<file path="src/hw/rtl/afba_pkg.sv">
package afba_pkg;

  // Command codes carried in the request.
  localparam logic [1:0] CMD_ALLOC  = 2'd0;
  localparam logic [1:0] CMD_EXPAND = 2'd1;
  localparam logic [1:0] CMD_FREE   = 2'd2;

  // Status codes returned in the response.
  localparam logic [1:0] STAT_OK      = 2'd0;
  localparam logic [1:0] STAT_SIZE    = 2'd1;
  localparam logic [1:0] STAT_NOSPACE = 2'd2;

  // Width of the length and size fields of a request.
  localparam int LEN_W = 6;

  typedef struct packed {
    logic [1:0]       cmd;
    logic [LEN_W-1:0] field_len;
    logic [LEN_W-1:0] addr_size;
    logic [LEN_W-1:0] old_field_len;
  } afba_req_t;

  typedef struct packed {
    logic [1:0]  status;
    logic [31:0] field_mask;
    logic [4:0]  field_shift;
  } afba_rsp_t;

  typedef enum logic [2:0] {
    ST_IDLE,
    ST_CHECK,
    ST_SEARCH,
    ST_MARK,
    ST_FREE,
    ST_DONE
  } afba_state_t;

endpackage

</file>
<file path="src/hw/rtl/address_field_bit_allocator_top.sv">
// A request is accepted at an edge with start high and busy low; its response strobes
// out_valid once the request has been checked and, where it needs one, the one-bit-per-cycle
// scan of the occupancy map, over at most the address bits up to the current size, is done.
// One request at a time; busy drops the cycle after the response strobe.
// Reset: synchronous active-low rst_n clears the map, the address size and the sequencer.
// The receiver cannot stall: each response is valid for exactly one cycle.
module address_field_bit_allocator_top #(
  parameter int MAX_BITS = 32
) (
  input  logic                clk,
  input  logic                rst_n,
  input  logic                start,
  input  afba_pkg::afba_req_t in_req,
  output logic                busy,
  output logic                out_valid,
  output afba_pkg::afba_rsp_t out_rsp
);

  // SW holds a size or a scan position including the value MAX_BITS itself;
  // IW indexes one bit of the map.
  localparam int SW = $clog2(MAX_BITS + 1);
  localparam int IW = $clog2(MAX_BITS);
  localparam int LW = afba_pkg::LEN_W;
  localparam logic [LW:0] MAX_EXT = (LW + 1)'(MAX_BITS);

  afba_pkg::afba_state_t state_r, state_nxt;

  logic [MAX_BITS-1:0] map_r, map_nxt;
  logic [SW-1:0]       size_r, size_nxt;
  logic [SW-1:0]       pos_r, pos_nxt;
  // The run counter counts free bits while searching and cleared bits while freeing.
  logic [LW-1:0]       run_r, run_nxt;
  logic [IW-1:0]       base_r, base_nxt;
  afba_pkg::afba_req_t req_r, req_nxt;
  logic [1:0]          status_r, status_nxt;
  logic                ok_r, ok_nxt;

  // Size check: the requested size is clamped to MAX_BITS before comparing.
  logic [LW:0]   req_ext;
  logic [LW:0]   req_clamp;
  logic [SW-1:0] req_size;
  logic          grow;
  logic          size_zero;
  logic          len_zero;
  logic          size_refused;

  always_comb begin
    req_ext      = {1'b0, req_r.addr_size};
    req_clamp    = (req_ext > MAX_EXT) ? MAX_EXT : req_ext;
    req_size     = SW'(req_clamp);
    grow         = (req_clamp > (LW + 1)'(size_r));
    size_zero    = (size_r == '0);
    len_zero     = (req_r.field_len == '0);
    size_refused = grow && !size_zero;
  end

  // The shared scan unit looks at one map bit per cycle. Searching walks down from the
  // top of the address and tracks the length of the current free run; the first run that
  // reaches the requested length is the highest window. Freeing walks up from bit zero.
  logic [SW-1:0] idx_dn;
  logic          bit_dn;
  logic          bit_up;
  logic [LW-1:0] run_inc;
  logic          hit;
  logic          scan_end;
  logic          free_end;

  always_comb begin
    idx_dn   = pos_r - SW'(1);
    bit_dn   = map_r[idx_dn[IW-1:0]];
    bit_up   = map_r[pos_r[IW-1:0]];
    run_inc  = run_r + LW'(1);
    hit      = !bit_dn && (run_inc == req_r.field_len);
    scan_end = (pos_r == '0);
    free_end = (pos_r == size_r) || (run_r == req_r.field_len);
  end

  // Ones of the allocated length, shifted into place when the window is marked.
  logic [MAX_BITS-1:0] mark_ones;

  afba_mask_gen #(
    .W  (MAX_BITS),
    .NW (LW + 1)
  ) u_mark_mask (
    .n    ({1'b0, req_r.field_len}),
    .mask (mark_ones)
  );

  // Response mask width: expand-port adds the old port field length.
  logic [LW:0]  out_width;
  logic [31:0]  out_mask;

  always_comb begin
    if (req_r.cmd == afba_pkg::CMD_EXPAND) begin
      out_width = {1'b0, req_r.field_len} + {1'b0, req_r.old_field_len};
    end else begin
      out_width = {1'b0, req_r.field_len};
    end
  end

  afba_mask_gen #(
    .W  (32),
    .NW (LW + 1)
  ) u_out_mask (
    .n    (out_width),
    .mask (out_mask)
  );

  // Next state.
  always_comb begin
    state_nxt = state_r;
    case (state_r)
      afba_pkg::ST_IDLE: begin
        if (start) begin
          state_nxt = afba_pkg::ST_CHECK;
        end
      end
      afba_pkg::ST_CHECK: begin
        if ((req_r.cmd == afba_pkg::CMD_ALLOC) || (req_r.cmd == afba_pkg::CMD_EXPAND)) begin
          if (size_refused || len_zero) begin
            state_nxt = afba_pkg::ST_DONE;
          end else begin
            state_nxt = afba_pkg::ST_SEARCH;
          end
        end else if (req_r.cmd == afba_pkg::CMD_FREE) begin
          state_nxt = afba_pkg::ST_FREE;
        end else begin
          state_nxt = afba_pkg::ST_DONE;
        end
      end
      afba_pkg::ST_SEARCH: begin
        if (scan_end) begin
          state_nxt = afba_pkg::ST_DONE;
        end else if (hit) begin
          state_nxt = afba_pkg::ST_MARK;
        end
      end
      afba_pkg::ST_MARK: begin
        state_nxt = afba_pkg::ST_DONE;
      end
      afba_pkg::ST_FREE: begin
        if (free_end) begin
          state_nxt = afba_pkg::ST_DONE;
        end
      end
      afba_pkg::ST_DONE: begin
        state_nxt = afba_pkg::ST_IDLE;
      end
      default: begin
        state_nxt = afba_pkg::ST_IDLE;
      end
    endcase
  end

  // Datapath next values.
  always_comb begin
    map_nxt    = map_r;
    size_nxt   = size_r;
    pos_nxt    = pos_r;
    run_nxt    = run_r;
    base_nxt   = base_r;
    req_nxt    = req_r;
    status_nxt = status_r;
    ok_nxt     = ok_r;
    case (state_r)
      afba_pkg::ST_IDLE: begin
        if (start) begin
          req_nxt    = in_req;
          status_nxt = afba_pkg::STAT_OK;
          ok_nxt     = 1'b0;
          base_nxt   = '0;
        end
      end
      afba_pkg::ST_CHECK: begin
        run_nxt = '0;
        if ((req_r.cmd == afba_pkg::CMD_ALLOC) || (req_r.cmd == afba_pkg::CMD_EXPAND)) begin
          pos_nxt = size_r;
          if (size_refused) begin
            status_nxt = afba_pkg::STAT_SIZE;
          end else begin
            // The first sizing request fixes the address size and starts a fresh map.
            if (grow) begin
              size_nxt = req_size;
              map_nxt  = '0;
              pos_nxt  = req_size;
            end
            if (len_zero) begin
              status_nxt = afba_pkg::STAT_NOSPACE;
            end
          end
        end else begin
          pos_nxt = '0;
        end
      end
      afba_pkg::ST_SEARCH: begin
        if (scan_end) begin
          status_nxt = afba_pkg::STAT_NOSPACE;
        end else begin
          run_nxt = bit_dn ? '0 : run_inc;
          pos_nxt = idx_dn;
          if (hit) begin
            base_nxt = idx_dn[IW-1:0];
          end
        end
      end
      afba_pkg::ST_MARK: begin
        map_nxt = map_r | (mark_ones << base_r);
        ok_nxt  = 1'b1;
      end
      afba_pkg::ST_FREE: begin
        if (!free_end) begin
          pos_nxt = pos_r + SW'(1);
          if (bit_up) begin
            map_nxt[pos_r[IW-1:0]] = 1'b0;
            run_nxt                = run_inc;
          end
        end
      end
      default: begin
      end
    endcase
  end

  always_ff @(posedge clk) begin
    if (!rst_n) begin
      state_r <= afba_pkg::ST_IDLE;
      map_r   <= '0;
      size_r  <= '0;
    end else begin
      state_r <= state_nxt;
      map_r   <= map_nxt;
      size_r  <= size_nxt;
    end
  end

  always_ff @(posedge clk) begin
    pos_r    <= pos_nxt;
    run_r    <= run_nxt;
    base_r   <= base_nxt;
    req_r    <= req_nxt;
    status_r <= status_nxt;
    ok_r     <= ok_nxt;
  end

  // Outputs. Error and free responses carry a zero mask and a zero shift.
  always_comb begin
    busy                = (state_r != afba_pkg::ST_IDLE);
    out_valid           = (state_r == afba_pkg::ST_DONE);
    out_rsp.status      = status_r;
    out_rsp.field_mask  = ok_r ? out_mask : '0;
    out_rsp.field_shift = ok_r ? 5'(base_r) : '0;
  end

  // A response is always part of a request in flight.
  assert property (@(posedge clk) disable iff (!rst_n) out_valid |-> busy)
    else $error("response strobe while idle");

  // An accepted request makes the block busy in the next cycle.
  assert property (@(posedge clk) disable iff (!rst_n) (start && !busy) |=> busy)
    else $error("request accepted but block not busy");

  // The strobe lasts exactly one cycle.
  assert property (@(posedge clk) disable iff (!rst_n) out_valid |=> !out_valid)
    else $error("response strobe longer than one cycle");

  // A successful allocation always reports a nonempty mask with status ok.
  assert property (@(posedge clk) disable iff (!rst_n)
    (out_valid && ok_r) |-> ((out_rsp.field_mask != '0) &&
                             (out_rsp.status == afba_pkg::STAT_OK)))
    else $error("allocation response with empty mask or bad status");

endmodule

</file>
<file path="src/hw/rtl/afba_mask_gen.sv">
// Builds a word whose low n bits are ones; saturates to all ones when n >= W.
module afba_mask_gen #(
  parameter int W  = 32,
  parameter int NW = 7
) (
  input  logic [NW-1:0] n,
  output logic [W-1:0]  mask
);

  always_comb begin
    for (int i = 0; i < W; i++) begin
      mask[i] = (n > NW'(i));
    end
  end

endmodule

</file>
<file path="config.mk">
export PLATFORM = sky130hd
export DESIGN_NAME = address_field_bit_allocator_top
export DESIGN_NICKNAME = d
export VERILOG_FILES = /design/src/hw/rtl/afba_pkg.sv /design/src/hw/rtl/address_field_bit_allocator_top.sv /design/src/hw/rtl/afba_mask_gen.sv
export SDC_FILE = /design/constraint.sdc
export NUM_CORES = 1
export LEC_CHECK = 0
export BUFFER_PORTS_ARGS = -buffer_cell sky130_fd_sc_hd__buf_4
export CELL_PAD_IN_SITES_DETAIL_PLACEMENT = 1
export CELL_PAD_IN_SITES_GLOBAL_PLACEMENT = 1
export CORE_MARGIN = 1
export CORE_UTILIZATION = 35
export DETAILED_ROUTE_END_ITERATION = 16
export PLACE_DENSITY = 0.69
export SYNTH_ARGS = -nofsm -noshare
export SYNTH_HDL_FRONTEND = slang
export SYNTH_HIERARCHICAL = 1
export SYNTH_SLANG_ARGS = --single-unit
</file>
<file path="constraint.sdc">
create_clock -name clk -period 4.25 [get_ports clk]
set_input_delay 0.2125 -clock clk [delete_from_list [all_inputs] [get_ports clk]]
set_output_delay 0.2125 -clock clk [all_outputs]
set_load 0.005 [all_outputs]
</file>
Yosys cells after proc, flatten, opt, wreduce, memory -nomap -nowiden
Index checks and enable logic that the tools add are counted.
{"block": "totals", "word_cells": 186, "register_bits": 81, "inputBits": 23}
{"block": "classes", "n_shift": 1, "n_mux": 47, "reduce_logical": 28, "eq_ne": 22, "add_sub_neg": 4, "n_lt_le_gt_ge": 69, "bitwise": 3}
{"operator": "two-way mux 32 bit", "count": 6}
{"operator": "> comparator 7 x 5 -> 1 bit, second input constant", "count": 16}
{"operator": "> comparator 6 x 5 -> 1 bit, second input constant", "count": 16}
{"operator": "case mux 32 bit (3 select lines)", "count": 1}
{"operator": "two-way mux 6 bit", "count": 10}
{"operator": "> comparator 7 x 4 -> 1 bit, second input constant", "count": 8}
{"operator": "> comparator 6 x 4 -> 1 bit, second input constant", "count": 8}
{"operator": "case mux 6 bit (3 select lines)", "count": 2}
{"operator": "AND 32 bit", "count": 1}
{"operator": "inverter 32 bit", "count": 1}
{"operator": "OR 32 bit", "count": 1}
{"operator": "left shift 32 x 5 -> 32 bit", "count": 1}
{"operator": "> comparator 7 x 3 -> 1 bit, second input constant", "count": 4}
{"operator": "> comparator 6 x 3 -> 1 bit, second input constant", "count": 4}
{"operator": "two-way mux 5 bit", "count": 4}
{"operator": "!= test 2 bit, second input constant", "count": 10}
{"operator": "equality test 6 bit", "count": 3}
{"operator": "zero test 6 bit", "count": 3}
{"operator": "two-way mux 3 bit", "count": 6}
{"operator": "case mux 3 bit (5 select lines)", "count": 1}
{"operator": "> comparator 7 x 1 -> 1 bit, second input constant", "count": 2}
{"operator": "> comparator 7 x 2 -> 1 bit, second input constant", "count": 2}
{"operator": "adder 6 x 1 -> 6 bit, second input constant", "count": 2}
{"operator": "> comparator 6 x 1 -> 1 bit, second input constant", "count": 2}
{"operator": "other kinds (33)", "count": 60}

Logic depth before layout (Yosys ltp)
Gate-level depths: netlist of the first run.
{"block": "logic_depth", "word_depth": 9, "depth_mapped": 13}

Cells and area by module
Netlist of the first run, hierarchy kept.
{"mod": "address_field_bit_allocator_top", "cells_per_inst": 734, "seq_area_each_um2": 2021.9, "n_inst": 1, "area_each_um2": 6967.9}
{"mod": "afba_mask_gen", "cells_per_inst": 60, "seq_area_each_um2": 0.0, "n_inst": 2, "area_each_um2": 344.1}

Least setup slack after synthesis of the first run
Ideal clock, no wire load.
{"block": "synth_path", "path_kind": "register -> register", "startpoint": "register pos_r[0]", "endpoint": "register base_r[0], enable pin", "path_stages_with_launch": 12, "setup_ns": 0.351, "setup_slack_ns": 0.885, "synth_period_minus_slack_ns": 3.365, "required_ns": 3.899, "n_path_buf": 3, "t_arrival_ns": 3.014, "cell_sequence": "edfxtp_1 > buf_6 > buf_8 > inv_1 > ha_1 > buf_4 > xor2_4 > mux4_1 > mux4_2 > mux2i_1 > nand4_1 > a21oi_1"}
{"block": "synth_between", "elab_chain_len": 7, "word_cells_on_any_way": 9, "cone_classes": "add/sub (1); eq/ne (2); mux (2); reduce/logical (4)"}
{"element": "start, declared", "line_no": "address_field_bit_allocator_top.sv:30", "source": "logic [SW-1:0] pos_r, pos_nxt;"}
{"element": "start signal, assigned", "line_no": "address_field_bit_allocator_top.sv:237", "source": "pos_r <= pos_nxt;"}
{"element": "subtractor 6 x 1 -> 6 bit", "line_no": "address_field_bit_allocator_top.sv:69", "source": "idx_dn = pos_r - SW'(1);"}
{"element": "net idx_dn[0]", "line_no": "address_field_bit_allocator_top.sv:60", "source": "logic [SW-1:0] idx_dn;"}
{"element": "binary-select mux 1 bit (select 5 bit)", "line_no": "address_field_bit_allocator_top.sv:70", "source": "bit_dn = map_r[idx_dn[IW-1:0]];"}
{"element": "two-way mux 1 bit (implied by the code)", "line_no": "address_field_bit_allocator_top.sv:70"}
{"element": "zero test 1 bit", "line_no": "address_field_bit_allocator_top.sv:73", "source": "hit = !bit_dn && (run_inc == req_r.field_len);"}
{"element": "logical AND 1 bit", "line_no": "address_field_bit_allocator_top.sv:73"}
{"element": "!= test 2 bit (no line)"}
{"element": "AND reduction 4 bit (no line)"}
{"element": "end signal, assigned", "line_no": "address_field_bit_allocator_top.sv:239", "source": "base_r <= base_nxt;"}
{"element": "end, declared", "line_no": "address_field_bit_allocator_top.sv:33", "source": "logic [IW-1:0] base_r, base_nxt;"}
The timed path passes the listed nets, and every way through them passes these cells. The select of a mux whose other input is x is not followed.
A chain may end at the register's enable or synchronous reset.

==> results.json, run 1 <==
{
  "cts_sinks": 81,
  "crit_slowest_cell": "edfxtp_1",
  "core_area_um2": 21220,
  "grt_util_all_layers": 0.2258,
  "drc": 0,
  "finalCriticalPeriod_ns": 3.779,
  "grt_max_degree": 38,
  "portBuffers": 63,
  "hp-class": "in2reg",
  "slew_headroom": 0.3281,
  "timing.final.max_slew_violations": 0,
  "hold_start": "in_req[14]",
  "clk_latency_ns": 0.36,
  "dr.first_iter.drc_count": 575,
  "critPathRequiredTime_ns": 4.04,
  "design_area_um2": 8601,
  "die_y_um": 149.9,
  "cts.hold.buffers_added": 0,
  "synth-async-reset-ratio": 0,
  "yosysUniqueCellTypes": 78,
  "routed_via_density": 6.048,
  "cts_tree": "built",
  "start_kind": "register",
  "drt-wirelength-per-cell_um": 20.95,
  "setup_violations": 0,
  "arrival_ns": 3.57,
  "num_rows": 53,
  "final.setup.tns_ns": 0,
  "area_delta_synth_final_pct": 12.34,
  "drt_wl_total_um": 24320,
  "post-cts-setup-buffers": 0,
  "crit_fanout": 18,
  "status": "complete, no violations",
  "intPower_mw": 2.654,
  "ir_drop_v": 0.0003582,
  "p_leak_nw": 3.123,
  "cts-root-buf": "clkbuf_16",
  "syn_area_per_cell_um2": 8.965,
  "ys.warnings.count": 6,
  "layout.nets": 922,
  "swShare": 0.4783,
  "ctsResizeCount": 0,
  "worst-r2r-cell-count": 8,
  "overflow": 0,
  "power.switching_mw": 2.433,
  "cts_htree_levels": 3,
  "layout-drive-gt1-share": 0.2156,
  "globalplace.congestion": 0.8724,
  "finClkSkew_ns": 0.01102,
  "crit_type": "reg2out",
  "antenna_found_initial": 0,
  "cpPeakStageDelay_ns": 0.71,
  "tightest_slew_ns": 1.008,
  "hold_violations": 0,
  "die_w_um": 149.9,
  "ys_seq_elements": 81,
  "r2r_end": "base_r[4]$_SDFFCE_PN0P_",
  "placed_cell_area_um2": 8299,
  "seq_area_frac_synth": 0.2641,
  "num_vias": 7022,
  "start_util": 0.3608,
  "rrSetupSlack_ns": 0.75,
  "hold_depth": 1,
  "rsz0062_at_grt": "no",
  "power-per-cell-area_nw_per_um2": 591.6,
  "r2r_start": "pos_r[0]$_DFFE_PP_",
  "seqPwrFrac": 0.265,
  "drt-pass1-iter-count": 4,
  "grt_pass1_wl_um": 39190,
  "synth_area_um2": 7656,
  "fp.dieArea_um2": 22470,
  "cts_buffer_depth": 2,
  "min_period_over_period": 0.8891,
  "ys.flop_type": "dfxtp_1",
  "max_freq_mhz": 264.7,
  "synth_edf_count": 40,
  "dp_hpwl_um": 18110,
  "whs_endpoint": "req_r[14]$_DFFE_PP_",
  "crit_chain": "ha_1 -> a21o_1 -> a21oi_1 -> o21bai_1 -> a21oi_1 -> xor2_1 -> o21ai_0 -> nor3_2 -> o21ai_0 -> and2_1 -> buf_4",
  "combPwrFrac": 0.576,
  "maxCapViolations": 0,
  "diodes": 0,
  "pin_count": 64,
  "clock_power_share": 0.159,
  "syn-instance-count": 854,
  "critPathCaptureType": "output pin",
  "cts_buffers": 9,
  "drtAntennaViolNets": 0,
  "grt_pass1_vias": 6878,
  "clk_pin_slew_ns": 0.07
}
layout by cell type (no fill, tap or decap), types with 36 or more instances in the layout:
cell and instances:
a21oi_1 49, and2_1 46, buf_4 82, dfxtp_1 41, edfxtp_1 40, inv_1 36
mux4_2 43, nand2_1 72, nor2_1 71, o21ai_0 70
cell families (layout without fill, tap and decap cells):
family,after synthesis,after routing,share of synthesized area
buffers and inverters,109,139,0.06308
AO/OA/AOI/OAI,232,232,0.2079
adder cells (fa/ha/maj),18,18,0.03040
AND/OR/NAND/NOR,291,291,0.1938
flip-flops,81,81,0.2641
XOR/XNOR,30,30,0.03677
multiplexers,92,92,0.2035
other,1,3,0.0004898
layer usage:
layer | vias up | routed length [um] | track usage
li1 | 3263 | - | -
met1 | 3472 | 11440 | 0.3185
met2 | 232 | 10900 | 0.3396
met3 | 55 | 1257 | 0.03933
met4 | 0 | 722 | 0.09091
met5 | - | 0 | 0
critical path, delay by kind of cell (launching register included):
kind / cells / cell delay, ns
flops: 1 / 0.71
simple gates: 2 / 0.75
xor+xnor: 1 / 0.15
buf+inv: 1 / 0.13
fa+ha+maj: 1 / 0.34
compound gates: 6 / 1.12
power groups by stage:
stage	Clock (mW)	Sequential, mW	Combinational, mW
final	0.810	1.35	2.93
after global routing	0.851	1.39	3.20
after CTS	0.826	1.35	2.93
after detailed placement	0	1.37	2.91
after global placement	0	1.36	2.86
after floorplan	0	1.18	2.18
flip-flops by register name, summed over array words and instances (netlist names):
register / flops
ok_r: 1
pos_r: 6
req_r: 14
size_r: 6
req_ext: 6
map_r: 32
base_r: 5
run_r: 6
status_r: 2
state_r: 3
final cells by class:
| cell class | count | area, um^2 |
|---|---|---|
| fillers | 2484 | 12620 |
| flip-flops and latches | 81 | 2022 |
| multi-input cells | 666 | 5159 |
| inverters | 41 | 158.9 |
| clock inverters | 7 | 76.32 |
| repair buffers | 82 | 615.6 |
| clock buffers | 9 | 225.2 |
| well taps | 275 | 344.1 |
metrics by stage:
| stage | power [mW] | setup slack, ns | cells | utilization | hold WS [ns] |
|---|---|---|---|---|---|
| 3_3_place_gp | 4.226 | 0.8942 | 1145 | 0.3911 | 0.3916 |
| 5_1_grt | 5.438 | 0.02334 | 1161 | 0.4053 | 0.009160 |
| 2_1_floorplan | 3.356 | 0.8848 | 856 | - | 0.3114 |
| 3_5_place_dp | 4.280 | 0.7697 | 1145 | 0.3911 | 0.3920 |
| 4_1_cts | 5.103 | 0.4109 | 1161 | 0.4053 | 0.01122 |
| 6_report | 5.088 | 0.4715 | 1161 | 0.4053 | 0.02117 |
Yosys cell counts (4+ instances only):
master    instances  area [um^2]
nand2_1          72        270.3
nor2_1           71        266.5
o21ai_0          70        350.3
a21oi_1          49        245.2
and2_1           46        287.8
mux4_2           43        968.4
dfxtp_1          41        820.8
edfxtp_1         40         1201
inv_1            36        135.1
nand3_1          33        165.2
clkbuf_1         32        120.1
mux2i_1          30        300.3
buf_2            23        115.1
xnor2_1          18        157.7
ha_1             17        212.7
nor3_1           16        80.08
nor2b_1          15        93.84
a31oi_1          14        87.58
a32o_1           14        140.1
mux2_2           14        157.7
a211oi_1         13        97.59
o221a_2          11        123.9
xor2_1           11        96.34
and3_1            9        56.30
o211ai_1          7        52.55
o311ai_0          7        61.31
a22oi_1           6        45.04
a221oi_1          5        43.79
buf_1             5        18.77
mux4_1            5        131.4
a21o_1            4        30.03
worst max-delay path by stage:
stage | startpoint | endpoint | slack (ns) | depth (start not counted)
6_report | req_r[13]$_DFFE_PP_ | out_rsp[17] | 0.47 | 11
3_3_place_gp | req_r[13]$_DFFE_PP_ | out_rsp[15] | 0.89 | 11
3_5_place_dp | pos_r[0]$_DFFE_PP_ | base_r[1]$_SDFFCE_PN0P_ | 0.77 | 8
5_1_grt | req_r[13]$_DFFE_PP_ | out_rsp[17] | 0.02 | 11
4_1_cts | req_r[13]$_DFFE_PP_ | out_rsp[17] | 0.41 | 11
2_1_floorplan | pos_r[0]$_DFFE_PP_ | base_r[0]$_SDFFCE_PN0P_ | 0.88 | 11
(Power assumes the default switching activity.)
==> run 2: changes to the inputs <==
--- a/config.mk
+++ b/config.mk
@@ -6,12 +6,10 @@
 export NUM_CORES = 1
 export LEC_CHECK = 0
 export BUFFER_PORTS_ARGS = -buffer_cell sky130_fd_sc_hd__buf_4
-export CELL_PAD_IN_SITES_DETAIL_PLACEMENT = 1
-export CELL_PAD_IN_SITES_GLOBAL_PLACEMENT = 1
 export CORE_MARGIN = 1
 export CORE_UTILIZATION = 35
 export DETAILED_ROUTE_END_ITERATION = 16
-export PLACE_DENSITY = 0.69
+export PLACE_DENSITY = 0.57
 export SYNTH_ARGS = -nofsm -noshare
 export SYNTH_HDL_FRONTEND = slang
 export SYNTH_HIERARCHICAL = 1
==> results.json, run 2 (synthesis gave the netlist of run 1 again) <==
{
  "finalCriticalPeriod_ns": 3.755,
  "crit_chain": "ha_1 -> a21o_1 -> a21oi_1 -> o21bai_1 -> a21oi_1 -> xor2_1 -> o21ai_0 -> nor3_2 -> o21ai_0 -> and2_1 -> buf_4",
  "rsz0062_at_grt": "no",
  "fill_cells": 2126,
  "hp-class": "in2reg",
  "finClkSkew_ns": 0.01068,
  "maxCapViolations": 0,
  "dr.first_iter.drc_count": 672,
  "grt_pass1_vias": 6299,
  "cts_buffers": 9,
  "whs_endpoint": "req_r[5]$_DFFE_PP_",
  "dp_hpwl_um": 16400,
  "clk_latency_ns": 0.35,
  "timing.final.max_slew_violations": 0,
  "power-per-cell-area_nw_per_um2": 581.2,
  "multi_input_area_um2": 5159,
  "drc": 0,
  "die_w_um": 149.9,
  "tightest_slew_ns": 0.8924,
  "drt-pass1-iter-count": 5,
  "grt_util_all_layers": 0.2025,
  "routed_via_density": 5.908,
  "crit_type": "reg2out",
  "antenna_found_initial": 0,
  "worst-r2r-cell-count": 8,
  "hold_violations": 0,
  "globalplace.congestion": 0.8596,
  "start_util": 0.3608,
  "cts_sinks": 81,
  "diodes": 0,
  "portBuffers": 63,
  "setup_violations": 0,
  "num_vias": 6865,
  "drt_wl_total_um": 22230,
  "slew_headroom": 0.4051,
  "critPathCaptureType": "output pin",
  "layout_commonest_cell": "buf_4",
  "cts_htree_levels": 3,
  "cts.hold.buffers_added": 0,
  "largestRegisters": "map_r: 32 flops, req_r: 14 flops",
  "ir_drop_v": 0.0003440,
  "p_leak_nw": 3.122,
  "layout-drive-gt1-share": 0.2165,
  "crit_start": "req_r[13]$_DFFE_PP_",
  "hold_start": "in_req[5]",
  "crit_slowest_cell": "edfxtp_1",
  "fp.dieArea_um2": 22470,
  "largest_register_ff_count": 32,
  "critPathRequiredTime_ns": 4.04,
  "r2r_end": "base_r[4]$_SDFFCE_PN0P_",
  "rrSetupSlack_ns": 0.71,
  "holdWs_ns": 0.03457,
  "drtAntennaViolNets": 0,
  "cts_buffer_depth": 2,
  "num_rows": 53,
  "min_period_over_period": 0.8836,
  "layout.nets": 923,
  "cpPeakStageDelay_ns": 0.73,
  "arrival_ns": 3.54,
  "cts_tree": "built",
  "register_area_um2": 2022,
  "pin_count": 64,
  "final_cells": 1162,
  "clk_pin_slew_ns": 0.07,
  "grt_pass1_wl_um": 35240,
  "grt_max_degree": 38,
  "post-cts-setup-buffers": 0,
  "area_delta_synth_final_pct": 12.39,
  "max_freq_mhz": 266.3,
  "dp.cells": 1146,
  "status": "complete, no violations",
  "ctsResizeCount": 0,
  "mostFrequentLayoutCells": "83 x buf_4, 72 x nand2_1, 71 x nor2_1, 70 x o21ai_0, 49 x a21oi_1",
  "start_kind": "register",
  "largest-register": "map_r",
  "overflow": 0,
  "final.setup.tns_ns": 0,
  "r2r_start": "pos_r[0]$_DFFE_PP_",
  "drt-wirelength-per-cell_um": 19.13,
  "cts-root-buf": "clkbuf_16",
  "hold_depth": 1,
  "crit_fanout": 18,
  "core_area_um2": 21220,
  "die_y_um": 149.9
}
[run 2: power breakdown]
part	total, mW	internal (mW)	switching (mW)
Combinational	2.86	1.20	1.66
Clock	0.786	0.415	0.371
Sequential	1.36	1.04	0.314
[run 2: worst max-delay path by stage]
stage               slack (ns)  depth (start not counted)                      end
detailed placement        0.74                          8  base_r[1]$_SDFFCE_PN0P_
finish                    0.49                         11              out_rsp[17]
CTS                       0.47                         11              out_rsp[17]
global placement          0.86                          8  base_r[1]$_SDFFCE_PN0P_
global route              0.16                         11              out_rsp[15]
floorplan                 0.88                         11  base_r[0]$_SDFFCE_PN0P_
[run 2: metrics by stage]
| stage | setup WS [ns] | power (mW) | util | area, um^2 |
|---|---|---|---|---|
| finish | 0.4948 | 5.001 | 0.4055 | 8605 |
| global route | 0.1563 | 5.363 | 0.4055 | 8605 |
| CTS | 0.4717 | 4.999 | 0.4055 | 8605 |
| detailed placement | 0.7410 | 4.209 | 0.3915 | 8307 |
| global placement | 0.8570 | 4.199 | 0.3915 | 8307 |
| floorplan | 0.8848 | 3.356 | - | 7664 |
[run 2: cell type report]
cell class	count	share of cell area
clock buffer	9	0.02617
tap	275	0.03999
inverter	41	0.01847
multi-input combinational	666	0.5995
clock inverter	7	0.008434
timing repair buffer	83	0.07242
sequential	81	0.2350
[run 2: routing by layer]
| layer | vias to the layer above | GRT usage | wire (um) |
|---|---|---|---|
| met5 | - | 0 | 0 |
| met3 | 42 | 0.04726 | 1670 |
| met4 | 0 | 0.07273 | 584 |
| met2 | 293 | 0.3088 | 10080 |
| met1 | 3265 | 0.2780 | 9891 |
| li1 | 3265 | - | - |
[run 2: critical path, delay by kind of cell, from the launching register on]
kind / cells / cell delay (ns)
compound gates: 6 / 1.08
simple gates: 2 / 0.75
flops: 1 / 0.73
fa+ha+maj: 1 / 0.35
xor+xnor: 1 / 0.15
buf+inv: 1 / 0.13
